===== config.mk =====
export PLATFORM = sky130hd
export DESIGN_NAME = deq_ctrl
export DESIGN_NICKNAME = d
export VERILOG_FILES = /design/src/design/deq_pkg.sv /design/src/design/deq_ctrl.sv
export VERILOG_INCLUDE_DIRS = /design/src /design/src/design
export SDC_FILE = /design/constraint.sdc
export NUM_CORES = 1
export LEC_CHECK = 0
export BUFFER_PORTS_ARGS = -buffer_cell sky130_fd_sc_hd__buf_2
export CAP_MARGIN = 20
export CORE_AREA = 4 4 41 43
export DETAILED_ROUTE_END_ITERATION = 6
export DIE_AREA = 0 0 45 47
export SETUP_SLACK_MARGIN = 0.4
export SKIP_CTS_REPAIR_TIMING = 1
export SYNTH_ARGS = -nofsm -noshare
export SYNTH_HDL_FRONTEND = slang
export SYNTH_SLANG_ARGS = --single-unit
export TNS_END_PERCENT = 1

===== constraint.sdc =====
create_clock -name clk -period 2.5 [get_ports clk]
set_input_delay 0.375 -clock clk [delete_from_list [all_inputs] [get_ports clk]]
set_output_delay 0.375 -clock clk [all_outputs]
set_load 0.02 [all_outputs]

===== src/design/double_ended_queue_core_assert.svh =====
// Assertion macros shared by the deque modules.
`ifndef DOUBLE_ENDED_QUEUE_CORE_ASSERT_SVH
`define DOUBLE_ENDED_QUEUE_CORE_ASSERT_SVH

`ifndef SYNTHESIS

`define DEQ_ASSERT_CLK(label, clock, reset, prop) \
  label: assert property (@(posedge clock) disable iff (reset) prop) \
    else $error("deque assertion failed");

`define DEQ_ASSERT(label, prop) \
  `DEQ_ASSERT_CLK(label, clk, rst, prop)

`else

`define DEQ_ASSERT_CLK(label, clock, reset, prop)

`define DEQ_ASSERT(label, prop)

`endif

`endif


===== src/design/deq_pkg.sv =====
package deq_pkg;

  localparam int unsigned DEPTH_DEFAULT = 1024;
  localparam int unsigned DATA_WIDTH_DEFAULT = 32;
  localparam int unsigned REQ_W = 3;
  localparam int unsigned FIELD_W = 32;

  typedef enum logic [REQ_W-1:0] {
    REQ_PUSH_FRONT = 3'd0,
    REQ_PUSH_BACK  = 3'd1,
    REQ_POP_FRONT  = 3'd2,
    REQ_POP_BACK   = 3'd3,
    REQ_SIZE       = 3'd4,
    REQ_EMPTY      = 3'd5,
    REQ_PEEK_FRONT = 3'd6,
    REQ_PEEK_BACK  = 3'd7
  } req_t;

  typedef enum logic [1:0] {
    IMM_SIZE,
    IMM_EMPTY,
    IMM_MISSING
  } imm_sel_t;

  typedef enum logic [1:0] {
    SRC_IMM_NOW,
    SRC_IMM_REG,
    SRC_MEM
  } out_src_t;

  typedef struct packed {
    logic      put_front;
    logic      put_back;
    logic      rd_front;
    logic      rd_back;
    logic      pop;
    imm_sel_t  imm_sel;
    logic      save_imm;
    logic      load_out;
    out_src_t  out_src;
  } cmd_t;

  typedef struct packed {
    logic empty;
    logic out_free;
  } status_t;

endpackage


===== src/design/deq_ctrl.sv =====
`include "double_ended_queue_core_assert.svh"

module deq_ctrl (
  input  logic                       clk,
  input  logic                       rst,
  input  logic                       in_valid,
  output logic                       in_stall,
  input  logic [deq_pkg::REQ_W-1:0]  req_type,
  input  deq_pkg::status_t           sts,
  output deq_pkg::cmd_t              cmd
);

  typedef enum logic [1:0] {
    S_IDLE,
    S_READ,
    S_PEND
  } state_t;

  state_t state;
  state_t state_next;
  logic   accept;
  logic   immediate;

  assign in_stall = (state != S_IDLE);
  assign accept   = in_valid && (state == S_IDLE);

  always_comb begin
    state_next  = state;
    cmd         = '0;
    cmd.imm_sel = deq_pkg::IMM_SIZE;
    cmd.out_src = deq_pkg::SRC_IMM_NOW;
    immediate   = 1'b0;
    unique case (state)
      S_IDLE: begin
        if (accept) begin
          unique case (deq_pkg::req_t'(req_type))
            deq_pkg::REQ_PUSH_FRONT: cmd.put_front = 1'b1;
            deq_pkg::REQ_PUSH_BACK:  cmd.put_back = 1'b1;
            deq_pkg::REQ_POP_FRONT, deq_pkg::REQ_PEEK_FRONT,
            deq_pkg::REQ_POP_BACK, deq_pkg::REQ_PEEK_BACK: begin
              if (sts.empty) begin
                immediate   = 1'b1;
                cmd.imm_sel = deq_pkg::IMM_MISSING;
              end else begin
                cmd.rd_front = (deq_pkg::req_t'(req_type) == deq_pkg::REQ_POP_FRONT) ||
                               (deq_pkg::req_t'(req_type) == deq_pkg::REQ_PEEK_FRONT);
                cmd.rd_back  = !cmd.rd_front;
                cmd.pop      = (deq_pkg::req_t'(req_type) == deq_pkg::REQ_POP_FRONT) ||
                               (deq_pkg::req_t'(req_type) == deq_pkg::REQ_POP_BACK);
                state_next   = S_READ;
              end
            end
            deq_pkg::REQ_SIZE: begin
              immediate   = 1'b1;
              cmd.imm_sel = deq_pkg::IMM_SIZE;
            end
            deq_pkg::REQ_EMPTY: begin
              immediate   = 1'b1;
              cmd.imm_sel = deq_pkg::IMM_EMPTY;
            end
            default: ;
          endcase
          if (immediate) begin
            if (sts.out_free) begin
              cmd.load_out = 1'b1;
              cmd.out_src  = deq_pkg::SRC_IMM_NOW;
            end else begin
              cmd.save_imm = 1'b1;
              state_next   = S_PEND;
            end
          end
        end
      end
      S_READ: begin
        if (sts.out_free) begin
          cmd.load_out = 1'b1;
          cmd.out_src  = deq_pkg::SRC_MEM;
          state_next   = S_IDLE;
        end
      end
      S_PEND: begin
        if (sts.out_free) begin
          cmd.load_out = 1'b1;
          cmd.out_src  = deq_pkg::SRC_IMM_REG;
          state_next   = S_IDLE;
        end
      end
      default: state_next = S_IDLE;
    endcase
  end

  always_ff @(posedge clk) begin
    if (rst) begin
      state <= S_IDLE;
    end else begin
      state <= state_next;
    end
  end

  `DEQ_ASSERT(a_load_needs_room, cmd.load_out |-> sts.out_free)
  `DEQ_ASSERT(a_read_follows_issue,
    (state == S_READ && $past(state) != S_READ) |->
      $past(cmd.rd_front || cmd.rd_back))
  `DEQ_ASSERT(a_no_issue_while_busy,
    (state != S_IDLE) |-> !(cmd.put_front || cmd.put_back || cmd.rd_front || cmd.rd_back))

endmodule


## Yosys cells after proc, flatten, opt, wreduce, memory -nomap -nowiden

Cells that the tools add are included.

- Flip-flop bits (word level): 2
- Input port bits: 8
- Output and inout bits: 12
- Logic and storage cells: 48

- Eq/ne operators: 11
- Muxes and demuxes: 25
- Reduce and logical (&&, ||, !) cells: 11

Operators with widths:

| cell | count |
|---|---|
| 3-bit two-way mux | 5 |
| 2-bit two-way mux | 7 |
| 3-bit equality test, second input constant | 4 |
| 11-bit two-way mux | 1 |
| 3-bit case mux with 3 select lines | 1 |
| 8-bit two-way mux | 1 |
| 2-bit case mux with 2 select lines | 2 |
| 3-bit by 2-bit equality test with 1-bit output, second input constant | 2 |
| 1-bit two-way mux | 6 |
| 4-bit two-way mux | 1 |
| 2-bit OR reduction | 2 |
| 4-bit OR reduction | 1 |
| 3-bit by 1-bit equality test with 1-bit output, second input constant | 1 |
| 3-bit logical NOT | 1 |
| 2-bit by 1-bit equality test with 1-bit output, second input constant | 1 |
| 2-bit equality test, second input constant | 1 |
| 2-bit logical NOT | 1 |
| 1-bit logical OR | 2 |
| 2-bit by 1-bit != test with 1-bit output, second input constant | 1 |
| 2-bit != test, second input constant | 1 |
| 1-bit case mux with 2 select lines | 1 |
| 2-bit AND reduction | 1 |
| 2-bit nonzero test | 1 |
| 1-bit logical AND | 1 |
| 1-bit logical NOT | 1 |

## Logic depth before layout (Yosys ltp)

- Word-level depth: 8
- Mapped depth: 5
- Depth with buffers taken out: 5

## Least setup slack after synthesis

Ideal clock, no wire load.

- Kind: reg2out
- From: register state[0]
- To: output cmd[4] (netlist bit)
- Arrival: 1.575 ns
- Data required time: 2.125 ns
- Slack: 0.550 ns
- Cell stages (with the launch flop): 5
- Path buffers: 0
- Path through: dfxtp_1 -> inv_1 -> ha_1 -> nand2_1 -> nor4b_1

RTL lines:

| element | RTL line | text |
|---|---|---|
| from (decl) | deq_ctrl.sv:19 | `state_t state;` |
| from (signal assigned) | deq_ctrl.sv:96 | `state <= state_next;` |
| to (decl) | deq_ctrl.sv:10 | `output deq_pkg::cmd_t cmd` |

==> summary.json <==
{
  "drt_first_iter_violations": {"value": 2},
  "r2r-start": {"value": "state[1]$_SDFFE_PP0P_"},
  "fill_cells": {"value": 149},
  "vdd.ir_drop.worst": {"value": 0.237, "unit": "mV"},
  "routed_via_density": {"value": 4.78},
  "port_buffer_cells": {"value": 19},
  "grt_pass1_vias": {"value": 342},
  "period_share": {"value": 75.7, "unit": "%"},
  "grt_max_degree": {"value": 10},
  "crit_path_cell_trace": {"value": "inv_1 -> ha_2 -> nand2_2 -> nor4b_1 -> buf_2"},
  "largest_reg_flops": {"value": 2},
  "post-synth-top-area-fraction": {"value": 17.2, "unit": "%"},
  "dp_worst_setup_slack": {"value": 0.729, "unit": "ns"},
  "synthFlopType": {"value": "sky130_fd_sc_hd__dfxtp_1"},
  "setup_slack": {"value": 0.608, "unit": "ns"},
  "worst_setup_path_end_kind": {"value": "output pin"},
  "drtAntennaViolNets": {"value": 0},
  "synth.yosys.seq_area_share": {"value": 13.8, "unit": "%"},
  "first_pass_iters": {"value": 2},
  "maxCapViolations": {"value": 0},
  "setup_viol": {"value": 0},
  "synth.lib_cells_used.distinct": {"value": 20},
  "width_of_the_die": {"value": 45, "unit": "um"},
  "instances_no_fill": {"value": 76},
  "ys_ff_latch": {"value": 2},
  "post_synth_inst_count": {"value": 39},
  "grt_pass1_wl": {"value": 1350, "unit": "um"},
  "met3_usage": {"value": 2.30, "unit": "%"},
  "layout.nets": {"value": 75},
  "initial_core_util": {"value": 22.3, "unit": "%"},
  "antenna_cells_inserted": {"value": 0},
  "overflow": {"value": 0},
  "die_span_in_y": {"value": 47, "unit": "um"},
  "met1_usage": {"value": 10.2, "unit": "%"},
  "ys_async_sr_fraction": {"value": 0, "unit": "%"},
  "floorplan.io_pins": {"value": 20},
  "critical_path.startpoint_type": {"value": "flop"},
  "routed_wirelength": {"value": 811, "unit": "um"},
  "totalPowerFinal": {"value": 0.175, "unit": "mW"},
  "timing.setup.tns": {"value": 0, "unit": "ns"},
  "synthesis.yosys.warnings": {"value": 0},
  "leakage": {"value": 0.230, "unit": "nW"},
  "count_of_flip_flops_with_a_built_in_enable_after_synthesis": {"value": 0},
  "clockRootBuffer": {"value": "sky130_fd_sc_hd__clkbuf_4"},
  "core_footprint": {"value": 1300, "unit": "um2"},
  "cts_tree": {"value": "built"},
  "synthToLayoutAreaGrowth": {"value": 48.7, "unit": "%"},
  "cts.sinks": {"value": 2},
  "grt_usage": {"value": 8.68, "unit": "%"},
  "cts_buffers": {"value": 3},
  "fin_worst_skew": {"value": 0.00237, "unit": "ns"},
  "worst_slew_pin_slew": {"value": 0.271, "unit": "ns"},
  "worst_path_maximum_fanout": {"value": 9},
  "gr-usage-met2": {"value": 14.1, "unit": "%"},
  "multi_input_area": {"value": 240, "unit": "um2"},
  "cts.htree.levels": {"value": 1},
  "die_area": {"value": 2120, "unit": "um2"},
  "hpwlAfterDp": {"value": 640, "unit": "um"},
  "synth.largest_area_cell": {"value": "sky130_fd_sc_hd__ha_1"},
  "fin_crit": {"value": 1.89, "unit": "ns"},
  "cp_data_arrival_time": {"value": 1.52, "unit": "ns"},
  "finalHoldViolCount": {"value": 0},
  "drt_drc_violations_left": {"value": 0},
  "syn_nets": {"value": 51},
  "synthesis.area_per_instance": {"value": 7.44, "unit": "um2"},
  "min_from": {"value": "rst"},
  "relSlewSlack": {"value": 81.8, "unit": "%"},
  "crit_start": {"value": "state[0]$_SDFFE_PP0P_"},
  "slew_violations": {"value": 0},
  "min-delay-path-class": {"value": "in -> reg"},
  "globalplace.congestion": {"value": 0.874},
  "grt_antenna_before_repair": {"value": 0},
  "detailed_place.area": {"value": 404, "unit": "um2"},
  "routed_wire_length_per_instance": {"value": 10.7, "unit": "um"},
  "crit_path_max_incr_delay": {"value": 0.32, "unit": "ns"},
  "post_synth_most_frequent_cells": {"value": "sky130_fd_sc_hd__ha_1, sky130_fd_sc_hd__inv_1, sky130_fd_sc_hd__nor2_1"},
  "dp.cells": {"value": 73},
  "ff_latch_area": {"value": 40.0, "unit": "um2"},
  "crit_path_top_delay_cell": {"value": "sky130_fd_sc_hd__dfxtp_1"},
  "cell_area_after_layout": {"value": 432, "unit": "um2"},
  "clk_pin_slew": {"value": 0.03, "unit": "ns"},
  "clock_path_buffers": {"value": 2},
  "synthesis.area": {"value": 290, "unit": "um2"},
  "power.density_cell_area": {"value": 404, "unit": "nW/um2"},
  "num_rows": {"value": 13},
  "cp.required": {"value": 2.12, "unit": "ns"},
  "share_of_cells_above_drive_strength_1": {"value": 41.0, "unit": "%"},
  "rsz0062_at_grt": {"value": "no"},
  "register_containing_the_most_flip_flops_in_the_final_layout": {"value": "state"},
  "critPathKind": {"value": "reg -> out"},
  "achievable-frequency": {"value": 0.529, "unit": "GHz"},
  "synth_top_cells_by_area": {"value": "sky130_fd_sc_hd__ha_1, sky130_fd_sc_hd__dfxtp_1, sky130_fd_sc_hd__nand2b_1, sky130_fd_sc_hd__and3b_1, sky130_fd_sc_hd__nor3_1"},
  "routed-via-count": {"value": 363},
  "status": {"value": "finished, final reports clean"},
  "global_route_layer_with_the_greatest_usage": {"value": "met2"},
  "clk-insertion-delay-late": {"value": 0.22, "unit": "ns"},
  "registers_with_the_highest_flip_flop_counts": {"value": "state: 2 flops"}
}
worst max-delay path: cells and delay by family, from the launching register on:
family | cells | cell delay [ns]
buffers and inverters | 2 | 0.32
DFF | 1 | 0.32
and+or+nand+nor | 2 | 0.41
adders and majority gates | 1 | 0.25
placed cells by master (no fill, tap or decap):
| master | netlist | routed |
|---|---|---|
| sky130_fd_sc_hd__a2111oi_2 | 1 | 1 |
| sky130_fd_sc_hd__a21oi_1 | 1 | 1 |
| sky130_fd_sc_hd__a311oi_1 | 1 | 1 |
| sky130_fd_sc_hd__and2_1 | 1 | 1 |
| sky130_fd_sc_hd__and3b_1 | 2 | 2 |
| sky130_fd_sc_hd__buf_2 | 0 | 19 |
| sky130_fd_sc_hd__clkbuf_4 | 0 | 3 |
| sky130_fd_sc_hd__dfxtp_1 | 2 | 2 |
| sky130_fd_sc_hd__ha_1 | 4 | 3 |
| sky130_fd_sc_hd__ha_2 | 0 | 1 |
| sky130_fd_sc_hd__inv_1 | 4 | 4 |
| sky130_fd_sc_hd__mux2i_1 | 1 | 1 |
| sky130_fd_sc_hd__nand2_1 | 2 | 1 |
| sky130_fd_sc_hd__nand2_2 | 0 | 1 |
| sky130_fd_sc_hd__nand2b_1 | 3 | 3 |
| sky130_fd_sc_hd__nor2_1 | 4 | 4 |
| sky130_fd_sc_hd__nor2b_1 | 2 | 2 |
| sky130_fd_sc_hd__nor3_1 | 3 | 3 |
| sky130_fd_sc_hd__nor4_1 | 2 | 2 |
| sky130_fd_sc_hd__nor4b_1 | 1 | 1 |
| sky130_fd_sc_hd__o21ai_0 | 2 | 2 |
| sky130_fd_sc_hd__o31a_1 | 1 | 1 |
| sky130_fd_sc_hd__o31ai_1 | 1 | 1 |
| sky130_fd_sc_hd__or2_1 | 1 | 1 |
per-layer routing:
layer	share of wire (%)	wire, um
met5	0	0
met2	45	361
met3	11	89
met1	43	347
met4	1.6	13
layout make-up:
cell class              instances  share of cell area [%]
inverters                       4                    3.48
clock buffers                   3                    5.22
flip-flops and latches          2                    9.28
repair buffers                 19                    22.0
multi-input cells              33                    55.7
well taps                      15                    4.35
cell families (layout without fill, tap and decap cells):
| logic type | count (synthesis) | after routing | synth area share [%] |
|---|---|---|---|
| flops | 2 | 2 | 13.8 |
| compound gates | 7 | 7 | 19.0 |
| buf+inv | 4 | 26 | 5.17 |
| fa+ha+maj | 4 | 4 | 17.2 |
| mux | 1 | 1 | 3.45 |
| simple gates | 21 | 21 | 41.4 |
per-stage QoR:
stage | hold WS [ns] | util, %
after floorplan | 0.447 | -
after global placement | 0.548 | 31.1
after detailed placement | 0.538 | 31.1
after CTS | 0.336 | 32.8
after global routing | 0.333 | 33.2
final | 0.341 | 33.2
final timing paths:
| kind | endpoint | slack (ns) | cells past startpoint |
|---|---|---|---|
| min | state[1]$_SDFFE_PP0P_ | 0.34 | 2 |
| max reg2reg | state[1]$_SDFFE_PP0P_ | 0.89 | 5 |
| min reg2reg | state[1]$_SDFFE_PP0P_ | 0.55 | 2 |
| max | cmd[4] | 0.61 | 5 |
power breakdown:
group | total (mW) | internal, mW | switching, mW | leakage (nW)
combinational | 0.0678 | 0.0261 | 0.0416 | 0.199
clock | 0.0709 | 0.0529 | 0.0180 | 0.0138
sequential | 0.0360 | 0.0341 | 0.00189 | 0.0163
total | 0.175 | 0.113 | 0.0615 | 0.230
No activity file was read; power rests on OpenSTA's default activity.
